==> src/sv/spq_pkg.sv <==
`timescale 1ns / 1ps
// ----------------------------------------------------------------------------
// Sorted priority queue package
// Word types, request and status codes, and the per-cycle cell command.
// ----------------------------------------------------------------------------
package spq_pkg;

	localparam int DEPTH_DEF     = 64;
	localparam int PRIO_BITS_DEF = 8;
	localparam int CAP_W         = 7;

	localparam logic REQ_INSERT = 1'b0;
	localparam logic REQ_REMOVE = 1'b1;

	localparam logic [1:0] STAT_DONE  = 2'd0;
	localparam logic [1:0] STAT_FULL  = 2'd1;
	localparam logic [1:0] STAT_EMPTY = 2'd2;

	typedef struct packed {
		logic       req_type;
		logic [7:0] item_prio;
		logic [7:0] item_char;
	} req_t;

	typedef struct packed {
		logic [7:0]       out_prio;
		logic [7:0]       out_char;
		logic [1:0]       status;
		logic [CAP_W-1:0] entry_count;
		logic             is_empty;
		logic             is_full;
	} res_t;

	typedef struct packed {
		logic ins;
		logic rem;
	} cell_cmd_t;

endpackage

==> src/sv/sorted_priority_queue.sv <==
`timescale 1ns / 1ps
// ----------------------------------------------------------------------------
// Sorted priority queue
// Row of shifting cells keeping entries ordered, largest priority at cell 0.
// ----------------------------------------------------------------------------
// A request word is taken on start while busy is low; busy never rises, so
// one word can be taken every clock cycle. Each request gives one result
// word on result, marked by done, in the cycle after it is taken: the
// removed entry (zero on insert or refusal), a status code, and the count,
// empty and full flags after the request. Every cell compares and shifts in
// parallel with its neighbors on inserts and removes. The receiver cannot
// stall; a result word is shown once. Writing cfg_wdata with cfg_we sets
// the capacity (zero becomes one, values above DEPTH become DEPTH) and
// empties the queue. Reset empties the queue and sets the capacity to 64
// or DEPTH, whichever is smaller. Cell contents are not cleared; only
// entries below the count are ever read.
// ----------------------------------------------------------------------------
module sorted_priority_queue
	import spq_pkg::*;
#(
	parameter int DEPTH     = DEPTH_DEF,
	parameter int PRIO_BITS = PRIO_BITS_DEF
) (
	input  logic             clk,
	input  logic             arst_n,
	input  logic             start,
	output logic             busy,
	input  req_t             req,
	output logic             done,
	output res_t             result,
	input  logic             cfg_we,
	input  logic [CAP_W-1:0] cfg_wdata
);

	localparam int CNT_W = $clog2(DEPTH + 1);
	localparam int CMP_W = (CNT_W > CAP_W) ? CNT_W : CAP_W;
	localparam int ENT_W = PRIO_BITS + 8;
	localparam logic [CNT_W-1:0] CAP_RST = (DEPTH < 64) ? CNT_W'(DEPTH) : CNT_W'(64);

	logic [CNT_W-1:0] count_q;
	logic [CNT_W-1:0] cap_q;
	logic [CNT_W-1:0] count_nx;
	logic [CNT_W-1:0] cap_nx;
	logic [CMP_W-1:0] cfg_ext;
	logic             done_q;
	res_t             result_q;
	res_t             result_nx;
	logic             accept;
	logic             ins_ok;
	logic             rem_ok;
	cell_cmd_t        cmd;
	logic [ENT_W-1:0] new_ent;
	logic [ENT_W-1:0] ent   [DEPTH];
	logic             sh    [DEPTH];

	assign busy    = 1'b0;
	assign done    = done_q;
	assign result  = result_q;
	assign accept  = start && !busy;
	assign ins_ok  = accept && (req.req_type == REQ_INSERT) && (count_q < cap_q);
	assign rem_ok  = accept && (req.req_type == REQ_REMOVE) && (count_q != '0);
	assign cmd.ins = ins_ok;
	assign cmd.rem = rem_ok;
	assign new_ent = {PRIO_BITS'(req.item_prio), req.item_char};

	genvar i;
	generate
		for (i = 0; i < DEPTH; i++) begin : g_cell
			logic [ENT_W-1:0] l_ent;
			logic [ENT_W-1:0] r_ent;
			logic             l_sh;
			if (i == 0) begin : g_first
				assign l_ent = new_ent;
				assign l_sh  = 1'b0;
			end else begin : g_mid
				assign l_ent = ent[i-1];
				assign l_sh  = sh[i-1];
			end
			if (i == DEPTH - 1) begin : g_last
				assign r_ent = ent[i];
			end else begin : g_inner
				assign r_ent = ent[i+1];
			end
			spq_cell #(
				.PRIO_BITS(PRIO_BITS)
			) u_cell (
				.clk      (clk),
				.cmd      (cmd),
				.occ      (count_q > CNT_W'(i)),
				.at_end   (count_q == CNT_W'(i)),
				.new_ent  (new_ent),
				.left_ent (l_ent),
				.left_sh  (l_sh),
				.right_ent(r_ent),
				.ent      (ent[i]),
				.sh       (sh[i])
			);
		end
	endgenerate

	always_comb begin
		cfg_ext = CMP_W'(cfg_wdata);
		if (cfg_ext == '0) begin
			cap_nx = CNT_W'(1);
		end else if (cfg_ext > CMP_W'(DEPTH)) begin
			cap_nx = CNT_W'(DEPTH);
		end else begin
			cap_nx = CNT_W'(cfg_ext);
		end

		count_nx = count_q;
		if (ins_ok) begin
			count_nx = count_q + CNT_W'(1);
		end else if (rem_ok) begin
			count_nx = count_q - CNT_W'(1);
		end

		result_nx             = '0;
		result_nx.entry_count = CAP_W'(count_nx);
		result_nx.is_empty    = (count_nx == '0);
		result_nx.is_full     = (count_nx == cap_q);
		if (req.req_type == REQ_INSERT) begin
			if (!ins_ok) begin
				result_nx.status = STAT_FULL;
			end
		end else if (rem_ok) begin
			result_nx.out_prio = 8'(ent[0][ENT_W-1:8]);
			result_nx.out_char = ent[0][7:0];
		end else begin
			result_nx.status = STAT_EMPTY;
		end
	end

	always_ff @(posedge clk or negedge arst_n) begin
		if (!arst_n) begin
			count_q <= '0;
			cap_q   <= CAP_RST;
			done_q  <= 1'b0;
		end else begin
			done_q <= accept;
			if (cfg_we) begin
				cap_q   <= cap_nx;
				count_q <= '0;
			end else begin
				count_q <= count_nx;
			end
		end
	end

	always_ff @(posedge clk) begin
		if (accept) begin
			result_q <= result_nx;
		end
	end

endmodule

==> src/sv/spq_cell.sv <==
`timescale 1ns / 1ps
// ----------------------------------------------------------------------------
// Sorted priority queue cell
// Holds one entry, compares it with an incoming word and shifts with its
// neighbors on insert and remove.
// ----------------------------------------------------------------------------
module spq_cell
	import spq_pkg::*;
#(
	parameter int PRIO_BITS = PRIO_BITS_DEF
) (
	input  logic                 clk,
	input  cell_cmd_t            cmd,
	input  logic                 occ,
	input  logic                 at_end,
	input  logic [PRIO_BITS+7:0] new_ent,
	input  logic [PRIO_BITS+7:0] left_ent,
	input  logic                 left_sh,
	input  logic [PRIO_BITS+7:0] right_ent,
	output logic [PRIO_BITS+7:0] ent,
	output logic                 sh
);

	logic [PRIO_BITS+7:0] ent_q;

	assign ent = ent_q;
	assign sh  = occ && (ent_q[PRIO_BITS+7:8] <= new_ent[PRIO_BITS+7:8]);

	always_ff @(posedge clk) begin
		if (cmd.ins) begin
			if (left_sh) begin
				ent_q <= left_ent;
			end else if (sh || at_end) begin
				ent_q <= new_ent;
			end
		end else if (cmd.rem) begin
			ent_q <= right_ent;
		end
	end

endmodule
==> config.mk <==
export PLATFORM = sky130hd
export DESIGN_NAME = sorted_priority_queue
export DESIGN_NICKNAME = d
export VERILOG_FILES = /design/src/sv/spq_pkg.sv /design/src/sv/sorted_priority_queue.sv /design/src/sv/spq_cell.sv
export SDC_FILE = /design/constraint.sdc
export NUM_CORES = 2
export LEC_CHECK = 0
export BUFFER_PORTS_ARGS = -buffer_cell sky130_fd_sc_hd__buf_2
export CORE_UTILIZATION = 35
export CTS_CLUSTER_SIZE = 25
export DETAILED_ROUTE_END_ITERATION = 10
export PLACE_DENSITY = 0.48
export SLEW_MARGIN = 10
export SYNTH_ARGS = -nofsm -noshare
export SYNTH_HDL_FRONTEND = slang
export SYNTH_SLANG_ARGS = --single-unit
==> constraint.sdc <==
create_clock -name clk -period 4.7 [get_ports clk]
set_input_delay 0.705 -clock clk [delete_from_list [all_inputs] [get_ports clk]]
set_output_delay 0.705 -clock clk [all_outputs]
set_load 0.05 [all_outputs]
# Yosys cells after proc, flatten, opt, wreduce, memory -nomap -nowiden
# Cells that the tools add are included.
[op_classes]
addsub = 2
n_mul = 0
n_div = 0
magnitude_cmp = 130
n_eq_ne = 127
n_shift = 0
muxes = 261
bitwise = 1
reduce_logical = 203
[op_table]
columns = ["op", "n"]
rows = [
  ["16-bit two-way mux", 253],
  ["8-bit <= comparator", 64],
  ["7-bit by 6-bit == test with 1-bit output (second input constant)", 32],
  ["7-bit by 6-bit > comparator with 1-bit output (second input constant)", 32],
  ["3-bit by 1-bit inequality test with 1-bit output (second input constant)", 62],
  ["2-bit AND reduction", 65],
  ["7-bit by 5-bit == test with 1-bit output (second input constant)", 16],
  ["7-bit by 5-bit > comparator with 1-bit output (second input constant)", 16],
  ["1-bit logical AND", 68],
  ["1-bit logical OR", 64],
  ["7-bit by 4-bit == test with 1-bit output (second input constant)", 8],
  ["7-bit by 4-bit > comparator with 1-bit output (second input constant)", 8],
  ["7-bit two-way mux", 5],
  ["7-bit by 3-bit == test with 1-bit output (second input constant)", 4],
  ["7-bit by 3-bit > comparator with 1-bit output (second input constant)", 4],
  ["7-bit logical NOT", 3],
  ["7-bit by 2-bit == test with 1-bit output (second input constant)", 2],
  ["7-bit by 1-bit > comparator with 1-bit output (second input constant)", 2],
  ["7-bit by 2-bit > comparator with 1-bit output (second input constant)", 2],
  ["7-bit by 1-bit adder with 7-bit output (second input constant)", 1],
  ["7-bit by 1-bit == test with 1-bit output (second input constant)", 1],
  ["7-bit == test", 1],
  ["7-bit > comparator (second input constant)", 1],
  ["7-bit less-than comparator", 1],
  ["7 further kinds", 9],
]
[word_totals]
regBits = 1066
latchBits = 0
mem_bits_rw = 0
mem_bits_ro = 0
in_bits = 28
output_inout_bits = 29
wordCells = 797
mem_count = 0

# Longest topological paths before layout
[logic_depth]
depth_word = 6
ltp_mapped = 14
ltp_nobuf = 9

# Hierarchy
# From an unflattened synthesis, not the netlist that was laid out.
[unflattened]
hier_cells = 6935
area_unflattened_um2 = 69734.4
[modules_own_cells]
columns = ["module", "n_inst", "cells_each", "area_each_um2", "seq_area_each_um2"]
rows = [
  ["spq_cell", 64, 102, 1039.7, 480.5],
  ["sorted_priority_queue", 1, 407, 3190.6, 1187.4],
]

# Worst setup path before layout
# No wires, ideal clock.
[synth_timing]
path_kind = "input-to-reg"
startpoint = "input port req[10] in the netlist's numbering"
endpoint = "register g_cell[3].u_cell.ent_q[0] (enable)"
setup_time_ns = 0.394
arrival_time_ns = 4.999
required_ns = 4.306
setup_slack_ns = -0.694
stages = 13
n_path_buf = 4
cell_sequence = "clkbuf_1 -> clkbuf_1 -> inv_1 -> ha_1 -> a21o_1 -> a221o_1 -> a221o_1 -> a21oi_1 -> and2_1 -> buf_2 -> buf_2 -> a21oi_1 -> a21oi_1"
[synth_via]
elab_chain_len = 5
elab_cells_between_ends = 7
classes_between = "order compare (2); eq/ne (1); reduce/logical (4)"
[synth_rtl]
columns = ["element", "line", "source"]
rows = [
  ["start, declared", "sorted_priority_queue.sv:28", "input req_t req,"],
  ["8-bit <= comparator", "spq_cell.sv:27", "assign sh = occ && (ent_q[PRIO_BITS+7:8] <= new_ent[PRIO_BITS+7:8]);"],
  ["1-bit logical AND", "spq_cell.sv:27", ""],
  ["1-bit logical OR", "spq_cell.sv:33", "end else if (sh || at_end) begin"],
  ["3-bit by 1-bit inequality test with 1-bit output (no line) (*)", "n/a", ""],
  ["2-bit AND reduction (no line) (*)", "n/a", ""],
  ["end signal, assigned", "spq_cell.sv:32", "ent_q <= left_ent;"],
  ["end signal, assigned", "spq_cell.sv:34", "ent_q <= new_ent;"],
  ["end signal, assigned", "spq_cell.sv:37", "ent_q <= right_ent;"],
  ["end, declared", "spq_cell.sv:24", "logic [PRIO_BITS+7:0] ent_q;"],
]
# Every way passes the cells marked *; elsewhere a longest branch is shown, timed or not.
# A chain may end at the register's enable or synchronous reset.

# Worst setup path after layout
[layout_timing]
startpoint = "register count_q[4]"
endpoint = "register g_cell[3].u_cell.ent_q[8], data pin"
[layout_via]
elab_chain_len = 4
elab_cells_between_ends = 6
classes_between = "order compare (2); mux (2); reduce/logical (2)"
[layout_rtl]
columns = ["element", "line", "source"]
rows = [
  ["start, declared", "sorted_priority_queue.sv:40", "logic [CNT_W-1:0] count_q;"],
  ["start signal, assigned", "sorted_priority_queue.sv:145", "count_q <= count_nx;"],
  ["7-bit by 2-bit > comparator with 1-bit output", "sorted_priority_queue.sv:89", ".occ (count_q > CNT_W'(i)),"],
  ["1-bit logical AND", "spq_cell.sv:27", ""],
  ["16-bit two-way mux", "spq_cell.sv:31", "if (left_sh) begin"],
  ["16-bit two-way mux (*)", "spq_cell.sv:30", "if (cmd.ins) begin"],
]
# Marked as above.

==> summary.txt <==
Status: finished clean
Starting DRT DRC Count: 6059
Post-synth EDFFs: 1051
Post-Layout Cell Count: 9301
Slew @ Worst Pin: 1.28 ns
Final nets: 7242
Die Y: 437 µm
Clock tree buffer depth: 3
Fin crit share: 85.6%
WHS: 0.266 ns
Largest net degree at the start of global routing: 142
DRT Pass-1 Iters: 6
Total CTS buffers: 137
Clk slew on worst S/H paths: 0.06 ns
Startpoint Class: register
Total track usage: 28.5%
Syn nets: 7342
# IOs: 57
Gate Count Post-Synth: 6791
Power per cell area: 852 nW/µm²
Fmax: 0.249 GHz
Yosys warning count: 0
WL/cell: 29.9 µm
Most area-hungry cell type in the Yosys netlist: edfxtp_1
Clock Latency Late Sink: 0.81 ns
Core area: 188000 µm²
Post-synthesis cell type count: 82
Final setup fails: 0
Buffer count from post-CTS setup fixing: 0
HPWL after DPL: 193000 µm
Die area: 191000 µm²
Cells after DPL: 9046
Synth Flop Type: edfxtp_1
Clock sinks: 1066
Top-count cell post-synth: nand2_1
Top cells by area, synth: edfxtp_1 (48%), ha_1 (9.9%), nand2_1 (6.2%)
Initial antenna violation count: 6
Gpl congestion: 0.951
Area grow syn2layout: 13.5%
Worst EP required: 5.24 ns
Synthesized area: 66100 µm²
Syn avg cell area: 9.74 µm²
Root buf cell: clkbuf_16
Leakage: 29.1 nW
FP Rows: 159
Drt total wl: 278000 µm
Post-synth top area share: 47.7%
Global route overflow: 0
Critical Path AT: 4.56 ns
Routed vias: 56600
H-tree depth: 4
Layout cells sized above 1: 9.90%
Unrepaired setup endpoints after global routing: false
Seq cells post-synth: 1066
Setup crit end kind: register
Slew Viols, Final: 0
Buffers on Ports: 55
Hold Path Class: primary input to register
Routed vias/inst: 6.09
Global-route wire length before repair: 401000 µm
Synth cell count leaders: nand2_1 (1100), edfxtp_1 (1051), a21oi_1 (641), ha_1 (523), o211ai_1 (466)
Skew final: 0.0273 ns
Vias in the first global route: 55800
Maximum vdd drop: 442 µV
Ys async rst share: 1.41%
Max cap viols: 0
Seq/Total Area, Yosys: 48.3%
Die width: 437 µm
Tmin final: 4.02 ns
Hold Vio Cnt, Final: 0
DRC: 0
Worst Path Max Fanout: 20
Max_slew headroom: 13.7%
Initial Util: 35.2%
ANT nets after route: 0
CP Class: register to register
CTS tree: done
[where the power goes]
| group | total (mW) | switching, mW | internal [mW] | leakage (nW) |
|---|---|---|---|---|
| logic | 29.1 | 19.8 | 9.30 | 16.8 |
| registers | 23.9 | 4.87 | 19.0 | 10.1 |
| clock network | 11.0 | 4.48 | 6.53 | 2.24 |
[cell type report]
cell class / count / area (µm²)
Fill cell: 18700 / 113000
Multi-Input combinational cell: 5026 / 32100
Sequential cell: 1066 / 31900
Clock buffer: 174 / 3800
Tap cell: 2495 / 3120
Timing Repair Buffer: 345 / 2880
Clock inverter: 75 / 773
Inverter: 115 / 454
Antenna cell: 5 / 12.5
[through the flow]
| stage | cell area (µm²) | utilization, % | setup TNS [ns] | power [mW] | setup slack (ns) |
|---|---|---|---|---|---|
| 2_1_floorplan | 66700 | - | -0.503 | 40.6 | -0.0314 |
| 3_5_place_dp | 70500 | 37.5 | 0 | 52.6 | 0.636 |
| 6_report | 75100 | 40.0 | 0 | 64.0 | 0.678 |
| 5_1_grt | 75100 | 40.0 | 0 | 67.5 | 0.592 |
| 4_1_cts | 75100 | 40.0 | 0 | 63.7 | 0.740 |
| 3_3_place_gp | 70500 | 37.5 | 0 | 52.1 | 0.602 |
[cell families (layout without fill, tap and decap cells)]
group / count (synthesis) / count (layout) / share of synthesized area, %
xor+xnor: 14 / 14 / 0.185
compound gates: 1820 / 1820 / 17.3
buf+inv: 699 / 709 / 4.26
fa+ha+maj: 523 / 523 / 9.90
flops: 1066 / 1066 / 48.3
mux: 200 / 200 / 3.06
simple gates: 2468 / 2468 / 17.0
other cells: 1 / 6 / 0.00567
[cells in the final DEF (no fill, tap or decap), types with 10 or more instances in the layout]
master and instances:
buf_4 260, a21oi_1 621, o21ai_2 10, mux2i_1 183, a31oi_1 75, a22oi_1 15, buf_12 33, clkinv_1 29
nand4_1 321, clkinv_2 23, nor3_1 21, a211oi_1 11, nand2b_1 10, o22ai_1 46, o21ai_1 85, edfxtp_1 1051
a221o_1 12, o221ai_1 40, nand3_1 351, a31oi_4 11, ha_1 521, inv_1 105, nand2_1 1084, nor2b_1 122
o21ai_0 132, buf_2 51, a31oi_2 18, nand2_2 13, o211ai_1 466, xnor2_1 13, nor2_1 426, dfrtp_1 14
bufinv_16 15, clkbuf_16 145, clkbuf_1 23, and3_1 44, a21oi_2 12, o21a_1 79, a21o_1 122, and2_1 30
[critical path, stage by stage, from the launching register on]
cell      delay (ns)
dfrtp_1         0.39
buf_4           0.24
nor3_4          0.42
nand2b_1        0.39
nor3_1          1.08
a21oi_1         0.20
nand2_1         0.62
nor3_1          0.12
a221o_1         0.29
[flip-flops by register name (all words and copies together) (netlist names)]
| register | flops |
|---|---|
| cap_q | 7 |
| count_q | 7 |
| done | 1 |
| g_cell.u_cell.ent | 1024 |
| result | 27 |
[path summary, 6_finish.rpt]
kind	startpoint	to	slack (ns)	cells past startpoint
min in group asynchronous	arst_n	done	0.44	2
hold / removal	cfg_wdata[6]	cap_q[1]	0.27	2
setup / recovery	count_q[4]	g_cell[3].u_cell.ent[8]	0.68	8
max in group asynchronous	arst_n	cap_q[6]	3.91	2
hold reg to reg	g_cell[63].u_cell.ent[1]	g_cell[62].u_cell.ent[1]	0.53	2
setup reg to reg	count_q[4]	g_cell[3].u_cell.ent[8]	0.68	8
[layer usage]
metal	vias up	wire, µm	GRT usage (%)
li1	25300	-	-
met1	28400	117000	37.8
met2	2326	128000	45.8
met3	551	19500	4.38
met4	0	13400	12.6
met5	-	0	0
[timing repair]
action,in CTS,in global routing
hold buffers,1,0
hold endpoints to repair,14,0
resized for setup,0,0
No activity file was read; power rests on OpenSTA's default activity.
